===== config.mk =====
export PLATFORM = sky130hd
export DESIGN_NAME = spn48_block_decrypt
export DESIGN_NICKNAME = d
export VERILOG_FILES = /design/src/rtl/core/spn48_pkg.sv /design/src/rtl/core/spn48_block_decrypt.sv /design/src/rtl/core/spn48_round.sv
export SDC_FILE = /design/constraint.sdc
export NUM_CORES = 2
export LEC_CHECK = 0
export BUFFER_PORTS_ARGS = -buffer_cell sky130_fd_sc_hd__buf_2
export CORE_MARGIN = 2
export CORE_UTILIZATION = 55
export CTS_CLUSTER_DIAMETER = 80
export DETAILED_ROUTE_END_ITERATION = 16
export PLACE_DENSITY = 0.77
export SKIP_CTS_REPAIR_TIMING = 1
export SLEW_MARGIN = 0
export SYNTH_ARGS = -nofsm -noshare
export SYNTH_HDL_FRONTEND = slang
export SYNTH_SLANG_ARGS = --single-unit

===== constraint.sdc =====
create_clock -name clk -period 6.46 [get_ports clk]
set_clock_uncertainty 0.15 [all_clocks]
set_input_delay 1.292 -clock clk [delete_from_list [all_inputs] [get_ports clk]]
set_output_delay 1.292 -clock clk [all_outputs]
set_load 0.05 [all_outputs]

===== src/rtl/core/spn48_pkg.sv =====
`timescale 1ns / 1ps
`default_nettype none

package spn48_pkg;

    // Block geometry and round structure.
    localparam int BLK_W   = 48;
    localparam int NIB_W   = 4;
    localparam int NUM_NIB = BLK_W / NIB_W;
    localparam int ROT_AMT = 11;
    localparam int ROUNDS  = 32;

    typedef logic [BLK_W-1:0] block_t;
    typedef logic [NIB_W-1:0] nibble_t;

    // Inverse substitution box, indexed by the incoming nibble.
    localparam nibble_t INV_SBOX [16] = '{
        4'd11, 4'd4,  4'd6,  4'd15, 4'd3,  4'd8,  4'd12, 4'd1,
        4'd2,  4'd5,  4'd9,  4'd10, 4'd13, 4'd14, 4'd0,  4'd7
    };

    // One decryption round: rotate right, substitute every nibble, add the key.
    function automatic block_t dec_round(input block_t blk, input block_t key);
        block_t rot;
        block_t sub;
        rot = {blk[ROT_AMT-1:0], blk[BLK_W-1:ROT_AMT]};
        for (int n = 0; n < NUM_NIB; n++)
        begin
            sub[n*NIB_W +: NIB_W] = INV_SBOX[rot[n*NIB_W +: NIB_W]];
        end
        return sub ^ key;
    endfunction

endpackage

`default_nettype wire


===== src/rtl/core/spn48_block_decrypt.sv =====
`timescale 1ns / 1ps
`default_nettype none

// Each accepted beat passes through one register stage per round to its result.
// Throughput: one block per cycle while the output is taken; each register stage holds one round.
// A full pipeline stalls only when the last stage's result is not taken.
// Reset clears every stage valid bit and sets the key register to zero.

module spn48_block_decrypt
    import spn48_pkg::*;
(
    input  wire logic   clk,
    input  wire logic   rst_n,
    input  wire logic   cipher_key_we,
    input  wire block_t cipher_key,
    input  wire logic   in_valid,
    output logic        in_ready,
    input  wire block_t cipher_block,
    output logic        out_valid,
    input  wire logic   out_ready,
    output block_t      plain_block
);

    block_t            key_reg;
    logic [ROUNDS:0]   link_valid;
    logic [ROUNDS:0]   link_ready;
    block_t            link_block [ROUNDS+1];

    // Key register; the user must write it only while the pipeline is idle, the block itself does not enforce this.
    always_ff @(posedge clk or negedge rst_n)
    begin
        if (!rst_n)
        begin
            key_reg <= '0;
        end
        else if (cipher_key_we)
        begin
            key_reg <= cipher_key;
        end
    end

    // Pipeline ends.
    assign link_valid[0]      = in_valid;
    assign link_block[0]      = cipher_block;
    assign in_ready           = link_ready[0];
    assign link_ready[ROUNDS] = out_ready;
    assign out_valid          = link_valid[ROUNDS];
    assign plain_block        = link_block[ROUNDS];

    // One register stage per round.
    for (genvar i = 0; i < ROUNDS; i++)
    begin : g_round
        spn48_round u_round (
            .clk       (clk),
            .rst_n     (rst_n),
            .key       (key_reg),
            .in_valid  (link_valid[i]),
            .in_ready  (link_ready[i]),
            .in_block  (link_block[i]),
            .out_valid (link_valid[i+1]),
            .out_ready (link_ready[i+1]),
            .out_block (link_block[i+1])
        );
    end

`ifndef NO_ASSERTIONS
    // The input side is held off only when every stage is occupied.
    a_stall_only_when_full: assert property (
        @(posedge clk) disable iff (!rst_n)
        !in_ready |-> (&link_valid[ROUNDS:1])
    ) else $error("input stalled while a stage is empty");

    // Beats in flight change only by beats accepted and results taken.
    a_occupancy: assert property (
        @(posedge clk) disable iff (!rst_n)
        1'b1 |=> ($countones(link_valid[ROUNDS:1]) ==
                  $past($countones(link_valid[ROUNDS:1]))
                  + $past(in_valid && in_ready) - $past(out_valid && out_ready))
    ) else $error("beat lost or duplicated in the pipeline");
`endif

endmodule

`default_nettype wire


===== src/rtl/core/spn48_round.sv =====
`timescale 1ns / 1ps
`default_nettype none

module spn48_round
    import spn48_pkg::*;
(
    input  wire logic   clk,
    input  wire logic   rst_n,
    input  wire block_t key,
    input  wire logic   in_valid,
    output logic        in_ready,
    input  wire block_t in_block,
    output logic        out_valid,
    input  wire logic   out_ready,
    output block_t      out_block
);

    logic   valid_reg;
    logic   valid_next;
    block_t block_reg;
    block_t block_next;

    // The stage takes a beat when it is empty or its content moves on,
    // so bubbles are squeezed out of the pipeline.
    assign in_ready = !valid_reg || out_ready;

    // Next values: compute one round on the beat entering this stage.
    always_comb
    begin
        valid_next = valid_reg;
        block_next = block_reg;
        if (in_ready)
        begin
            valid_next = in_valid;
            if (in_valid)
            begin
                block_next = dec_round(in_block, key);
            end
        end
    end

    // Valid bit is reset; the payload register needs none.
    always_ff @(posedge clk or negedge rst_n)
    begin
        if (!rst_n)
        begin
            valid_reg <= 1'b0;
        end
        else
        begin
            valid_reg <= valid_next;
        end
    end

    always_ff @(posedge clk)
    begin
        block_reg <= block_next;
    end

    assign out_valid = valid_reg;
    assign out_block = block_reg;

endmodule

`default_nettype wire

* Word level (Yosys, flattened, before mapping)
Memory sizes are Yosys's and may differ from the RTL's.
Index checks and enable logic that the tools add are counted.
** Operators by class
- Order comparisons :: 384
- Bitwise gates (word level) :: 416
- Multiplexer cells :: 768
- Reductions and logical operators :: 96
** Operator list (count)
- $mux 4 :: 768
- $ge 5x5->1 const B :: 384
- $not 4->5 :: 384
- $xor 48x48->48 :: 32
- $reduce_and 2->1 :: 32
- $logic_not 1->1 :: 32
- $logic_or 1x1->1 :: 32
** Storage, ports and cells
- Input port bits :: 101
- ROM bits :: 24576
- Memories :: 384
- Flip-flop bits (word level) :: 1616
** Memories
- (no name shown) :: words 16, width 4, rd ports 1, clocked after Yosys merged registers in 0, wr ports 0, RTL line spn48_pkg.sv:29 : sub[n*NIB_W +: NIB_W] = INV_SBOX[rot[n*NIB_W +: NIB_W]];
- (no name shown) :: words 16, width 4, rd ports 1, clocked after Yosys merged registers in 0, wr ports 0, RTL line spn48_pkg.sv:29
- (no name shown) :: words 16, width 4, rd ports 1, clocked after Yosys merged registers in 0, wr ports 0, RTL line spn48_pkg.sv:29
- (no name shown) :: words 16, width 4, rd ports 1, clocked after Yosys merged registers in 0, wr ports 0, RTL line spn48_pkg.sv:29
- (no name shown) :: words 16, width 4, rd ports 1, clocked after Yosys merged registers in 0, wr ports 0, RTL line spn48_pkg.sv:29
- (no name shown) :: words 16, width 4, rd ports 1, clocked after Yosys merged registers in 0, wr ports 0, RTL line spn48_pkg.sv:29
- +378 memories

* Logic depth before layout (Yosys ltp)
- Depth in word-level cells :: 34
- Depth in mapped cells :: 6
- Depth with buffers taken out :: 6

* Hierarchy
Synthesis repeated with hierarchy kept, for this count alone.
** Unflattened totals
- Cells, all modules :: 9812
- Area, all modules :: 108679.2 um2
** Modules (own cells, without submodules)
- spn48_round at g_round[10].u_round ... :: sequential area each 1466.4 um2, times used 18, cells each 303, area each 3333.2 um2
- spn48_round at g_round[29].u_round ... :: sequential area each 1466.4 um2, times used 11, cells each 304, area each 3343.2 um2
- spn48_round at g_round[28].u_round :: sequential area each 1466.4 um2, times used 1, cells each 304, area each 3374.5 um2
- spn48_round at g_round[15].u_round :: sequential area each 1466.4 um2, times used 1, cells each 307, area each 3354.5 um2
- spn48_round at g_round[0].u_round :: sequential area each 1466.4 um2, times used 1, cells each 302, area each 3316.9 um2
- spn48_block_decrypt :: sequential area each 1201.2 um2, times used 1, cells each 101, area each 1860.5 um2

* Worst setup path before layout
Ideal clock, no wire load.
- Path type :: input to register
- Start :: input port out_ready
- End :: register g_round[10].u_round.block_reg[0], enable pin
- Stages :: 5
- Library setup time :: 0.527 ns
- Path slack :: 0.448 ns
- Arrival :: 5.335 ns
- Cell sequence :: nand4b_4 > nor4_4 > and2_0 > clkbuf_2 > a21boi_0
** Between the ends
- Word-level cells in the longest chain between the ends :: 23
** Ends and longest elaborated chain
- start: declaration :: RTL line spn48_block_decrypt.sv:20 : input wire logic out_ready,
- $logic_or 1x1->1 (22 in a row) :: RTL line spn48_round.sv:25 : assign in_ready = !valid_reg || out_ready;
- $reduce_and 2->1 (no line)
- end signal: assignment :: RTL line spn48_round.sv:57 : block_reg <= block_next;
- end: declaration :: RTL line spn48_round.sv:20 : block_t block_reg;
No other way between the ends.
A chain may end at the register's enable or synchronous reset.

* Worst setup path in the final report
- Start :: input port out_ready
- End :: output port in_ready
** Between the ends
- Word-level cells in the longest chain between the ends :: 32
** Ends and longest elaborated chain
- $logic_or 1x1->1 (32 in a row) :: RTL line spn48_round.sv:25
- end: declaration :: RTL line spn48_block_decrypt.sv:17 : output logic in_ready,
No other way between the ends.

==> impl_metrics.py <==
metrics = {
    "placement": {
        "place_hpwl_um": 187300,
        "gp_congestion": 0.8633,
        "place_area_mm2": 0.1126,
        "place_worst_setup_slack_ns": 1.589,
        "numPortBuffers": 150,
    },
    "final_layout": {
        "final_net_count": 10890,
        "largest_reg_flops": 1536,
        "final_layout_size_suffix_gt1_share_pct": 6.827,
        "mostFrequentLayoutCells": "edfxtp_1, xor2_1, xnor2_1",
        "fin_area_mm2": 0.1182,
        "final_common_cell": "edfxtp_1",
        "area_growth_pct": 8.195,
    },
    "floorplanning": {
        "ios": 151,
        "rows": 163,
        "start_util_pct": 55.34,
        "core_mm2": 0.1974,
        "die_h_um": 449.7,
        "dieWidth_um": 449.7,
        "dieArea_mm2": 0.2022,
    },
    "timing": {
        "fmax_mhz": 204.2,
        "slew_headroom_pct": 15.84,
        "fin_setup_tns_ns": 0,
        "worstMarginPinSlew_ns": 1.262,
        "min_period_over_period_pct": 75.80,
        "slew_violations": 0,
        "timing.final.hold_violations": 0,
        "grt_setup_unrepaired": "no",
        "fin_crit_ns": 4.897,
        "setup_viol": 0,
        "timing.final.ws_setup_ns": 1.563,
    },
    "power_and_ir_drop": {
        "power_mw": 74.96,
        "p_int_mw": 43.67,
        "p_leak_nw": 46.96,
        "ir_drop_v": 0.0003293,
        "p_comb_share_pct": 48.2,
        "pwr-share-clk_pct": 13.3,
        "switching_power_mw": 31.29,
        "p_seq_share_pct": 38.5,
        "p_sw_share_pct": 41.74,
        "power_density_mw_per_mm2": 634.2,
    },
    "routing": {
        "num_vias": 76490,
        "first_pass_iters": 7,
        "post_drt_wl_per_cell_um": 22.63,
        "drc_errors": 0,
        "drtIter0Drc": 6817,
        "ant_nets": 0,
        "viasPerCell": 5.965,
        "routed_wirelength_um": 290200,
    },
    "global_route": {
        "grt_max_degree": 49,
        "grt_pass1_wl_um": 433700,
        "grt_pass1_vias": 74690,
        "grtUsageTotal_pct": 27.91,
        "antenna_found_initial": 5,
        "overflow": 0,
    },
    "synthesis": {
        "ys_async_sr_fraction_pct": 4.950,
        "synth_area_mm2": 0.1092,
        "synth_edf_count": 1536,
        "yosys.cell_types.count": 46,
        "synthAdderAreaFrac_pct": 8.796,
        "synth_top_family_by_area": "XOR/XNOR gates",
        "synthFlopType": "edfxtp_1",
        "syn_nets": 10880,
        "seq_area_frac_synth_pct": 44.05,
        "synthCells": 10010,
        "synthMuxAreaShare_pct": 6.447,
        "synthSimpleGateAreaFrac_pct": 6.705,
        "synth-compound-area-share_pct": 11.34,
        "syn_area_per_cell_um2": 10.92,
        "synth-seq-cells": 1616,
        "yosysWarningCount": 0,
        "synth_xor_xnor_area_share_pct": 18.47,
    },
    "worst_setup_path": {
        "crit_arrival_ns": 3.45,
        "cp_data_required_time_ns": 5.02,
        "r2r_start": "g_round[21].u_round.out_valid",
        "worstSetupEndpointType": "output pin",
        "cp-start-kind": "input port",
        "cp_max_fo": 7,
        "path_class": "input port to output pin",
        "worstRegToRegCells": 5,
        "r2r_slack_ns": 3.25,
        "r2r-end": "g_round[7].u_round.out_block[44]",
    },
    "cts": {
        "numCtsBuffers": 171,
        "cts_tree": "yes",
        "clock_sinks": 1616,
        "cts-htree-levels": 4,
        "path_clk_slew_ns": 0.07,
        "clk_latency_ns": 0.85,
        "clock-root-buffer": "clkbuf_16",
        "cts_max_path_buffers": 3,
    },
    "hold_path": {
        "hold_class": "input port to asynchronous set/reset pin",
    },
    "job": {
        "max_cap_viol_count": 0,
    },
    "run_status": {
        "outcome": "finished clean",
    },
}
-- metrics by stage --
stage,hold slack [ns],std cells,utilization [%]
finish,0.3353,12820,59.87
global route,0.3589,12820,59.87
CTS,0.3203,12810,59.85
detailed placement,0.3223,12490,57.01
global placement,0.3253,12490,57.01
floorplan,0.2924,10010,-
-- synthesized netlist by cell type (2+ instances only) --
library cell  count  share of area [%]
o22ai_1          30               0.17
inv_1           798                2.7
o21a_1           11              0.076
mux2i_1         572                5.2
nand4_1           6              0.034
a221oi_1          2              0.016
o211ai_1        113               0.78
nand3_1           8              0.037
o31ai_1          19               0.13
nor3_1          184               0.84
and2_1            9              0.052
a21boi_0          4              0.027
nand2_1         429                1.5
a21o_1            4              0.027
a21oi_1         466                2.1
edfxtp_1       1536                 42
dfrtp_1          80                1.8
o21bai_1        158                1.1
nor2b_1         213                1.2
nand2b_1        368                2.1
or2_2             5              0.029
nor2_1          229               0.79
buf_2           144               0.66
xnor2_1         946                7.6
clkbuf_1        228               0.78
a211oi_1        129               0.89
a31oi_1         152               0.87
o2bb2ai_1       104               0.83
o311ai_0        107               0.86
xor2_1         1358                 11
mux2_2          117                1.2
o32ai_1          72               0.58
ha_1            768                8.8
o21ai_0         625                2.9
-- worst max-delay path by stage --
stage	startpoint	end	slack, ns	depth (start not counted)
5_1_grt	out_ready	in_ready	1.43	6
4_1_cts	out_ready	in_ready	1.57	6
6_report	out_ready	in_ready	1.56	6
3_3_place_gp	out_ready	in_ready	1.65	6
2_1_floorplan	out_ready	g_round[10].u_round.out_block[0]	0.45	5
3_5_place_dp	out_ready	in_ready	1.59	6
-- layer usage --
| metal | wire length [um] | track usage [%] | up-vias |
|---|---|---|---|
| li1 | - | - | 35100 |
| met1 | 109700 | 33.97 | 37630 |
| met2 | 137000 | 46.63 | 2935 |
| met3 | 24140 | 4.412 | 832 |
| met4 | 19420 | 16.93 | 0 |
| met5 | 0 | 0 | - |
-- worst max-delay path, cell delays in order --
cell and delay, ns:
buf_2 0.11, nand4b_4 0.29, nor4_4 0.55, and2_0 0.72, nand4_1 0.17, buf_2 0.29
-- area by class of cell --
| type | instances | area, um2 |
|---|---|---|
| Antenna cell | 17 | 42.54 |
| Inverter | 798 | 2995 |
| Timing Repair Buffer | 219 | 1271 |
| Clock inverter | 106 | 1015 |
| Multi-Input combinational cell | 7219 | 56680 |
| Sequential cell | 1616 | 48310 |
| Fill cell | 15430 | 79220 |
| Clock buffer | 208 | 4583 |
| Tap cell | 2640 | 3303 |
-- power groups by stage --
stage	logic, mW	registers (mW)	clock network [mW]
after floorplan	29.5	25.9	0
after global placement	33.8	28.1	0
after detailed placement	35.6	28.6	0
after CTS	36.1	28.6	10.1
after global routing	40.0	29.7	10.4
final	36.1	28.8	9.99
-- kinds of logic after synthesis --
kind of cell | Yosys count
buf+inv | 1171
compound gates | 1996
xor+xnor | 2304
mux | 689
simple gates | 1462
flops | 1616
fa+ha+maj | 768
No activity file was read; power rests on OpenSTA's default activity.
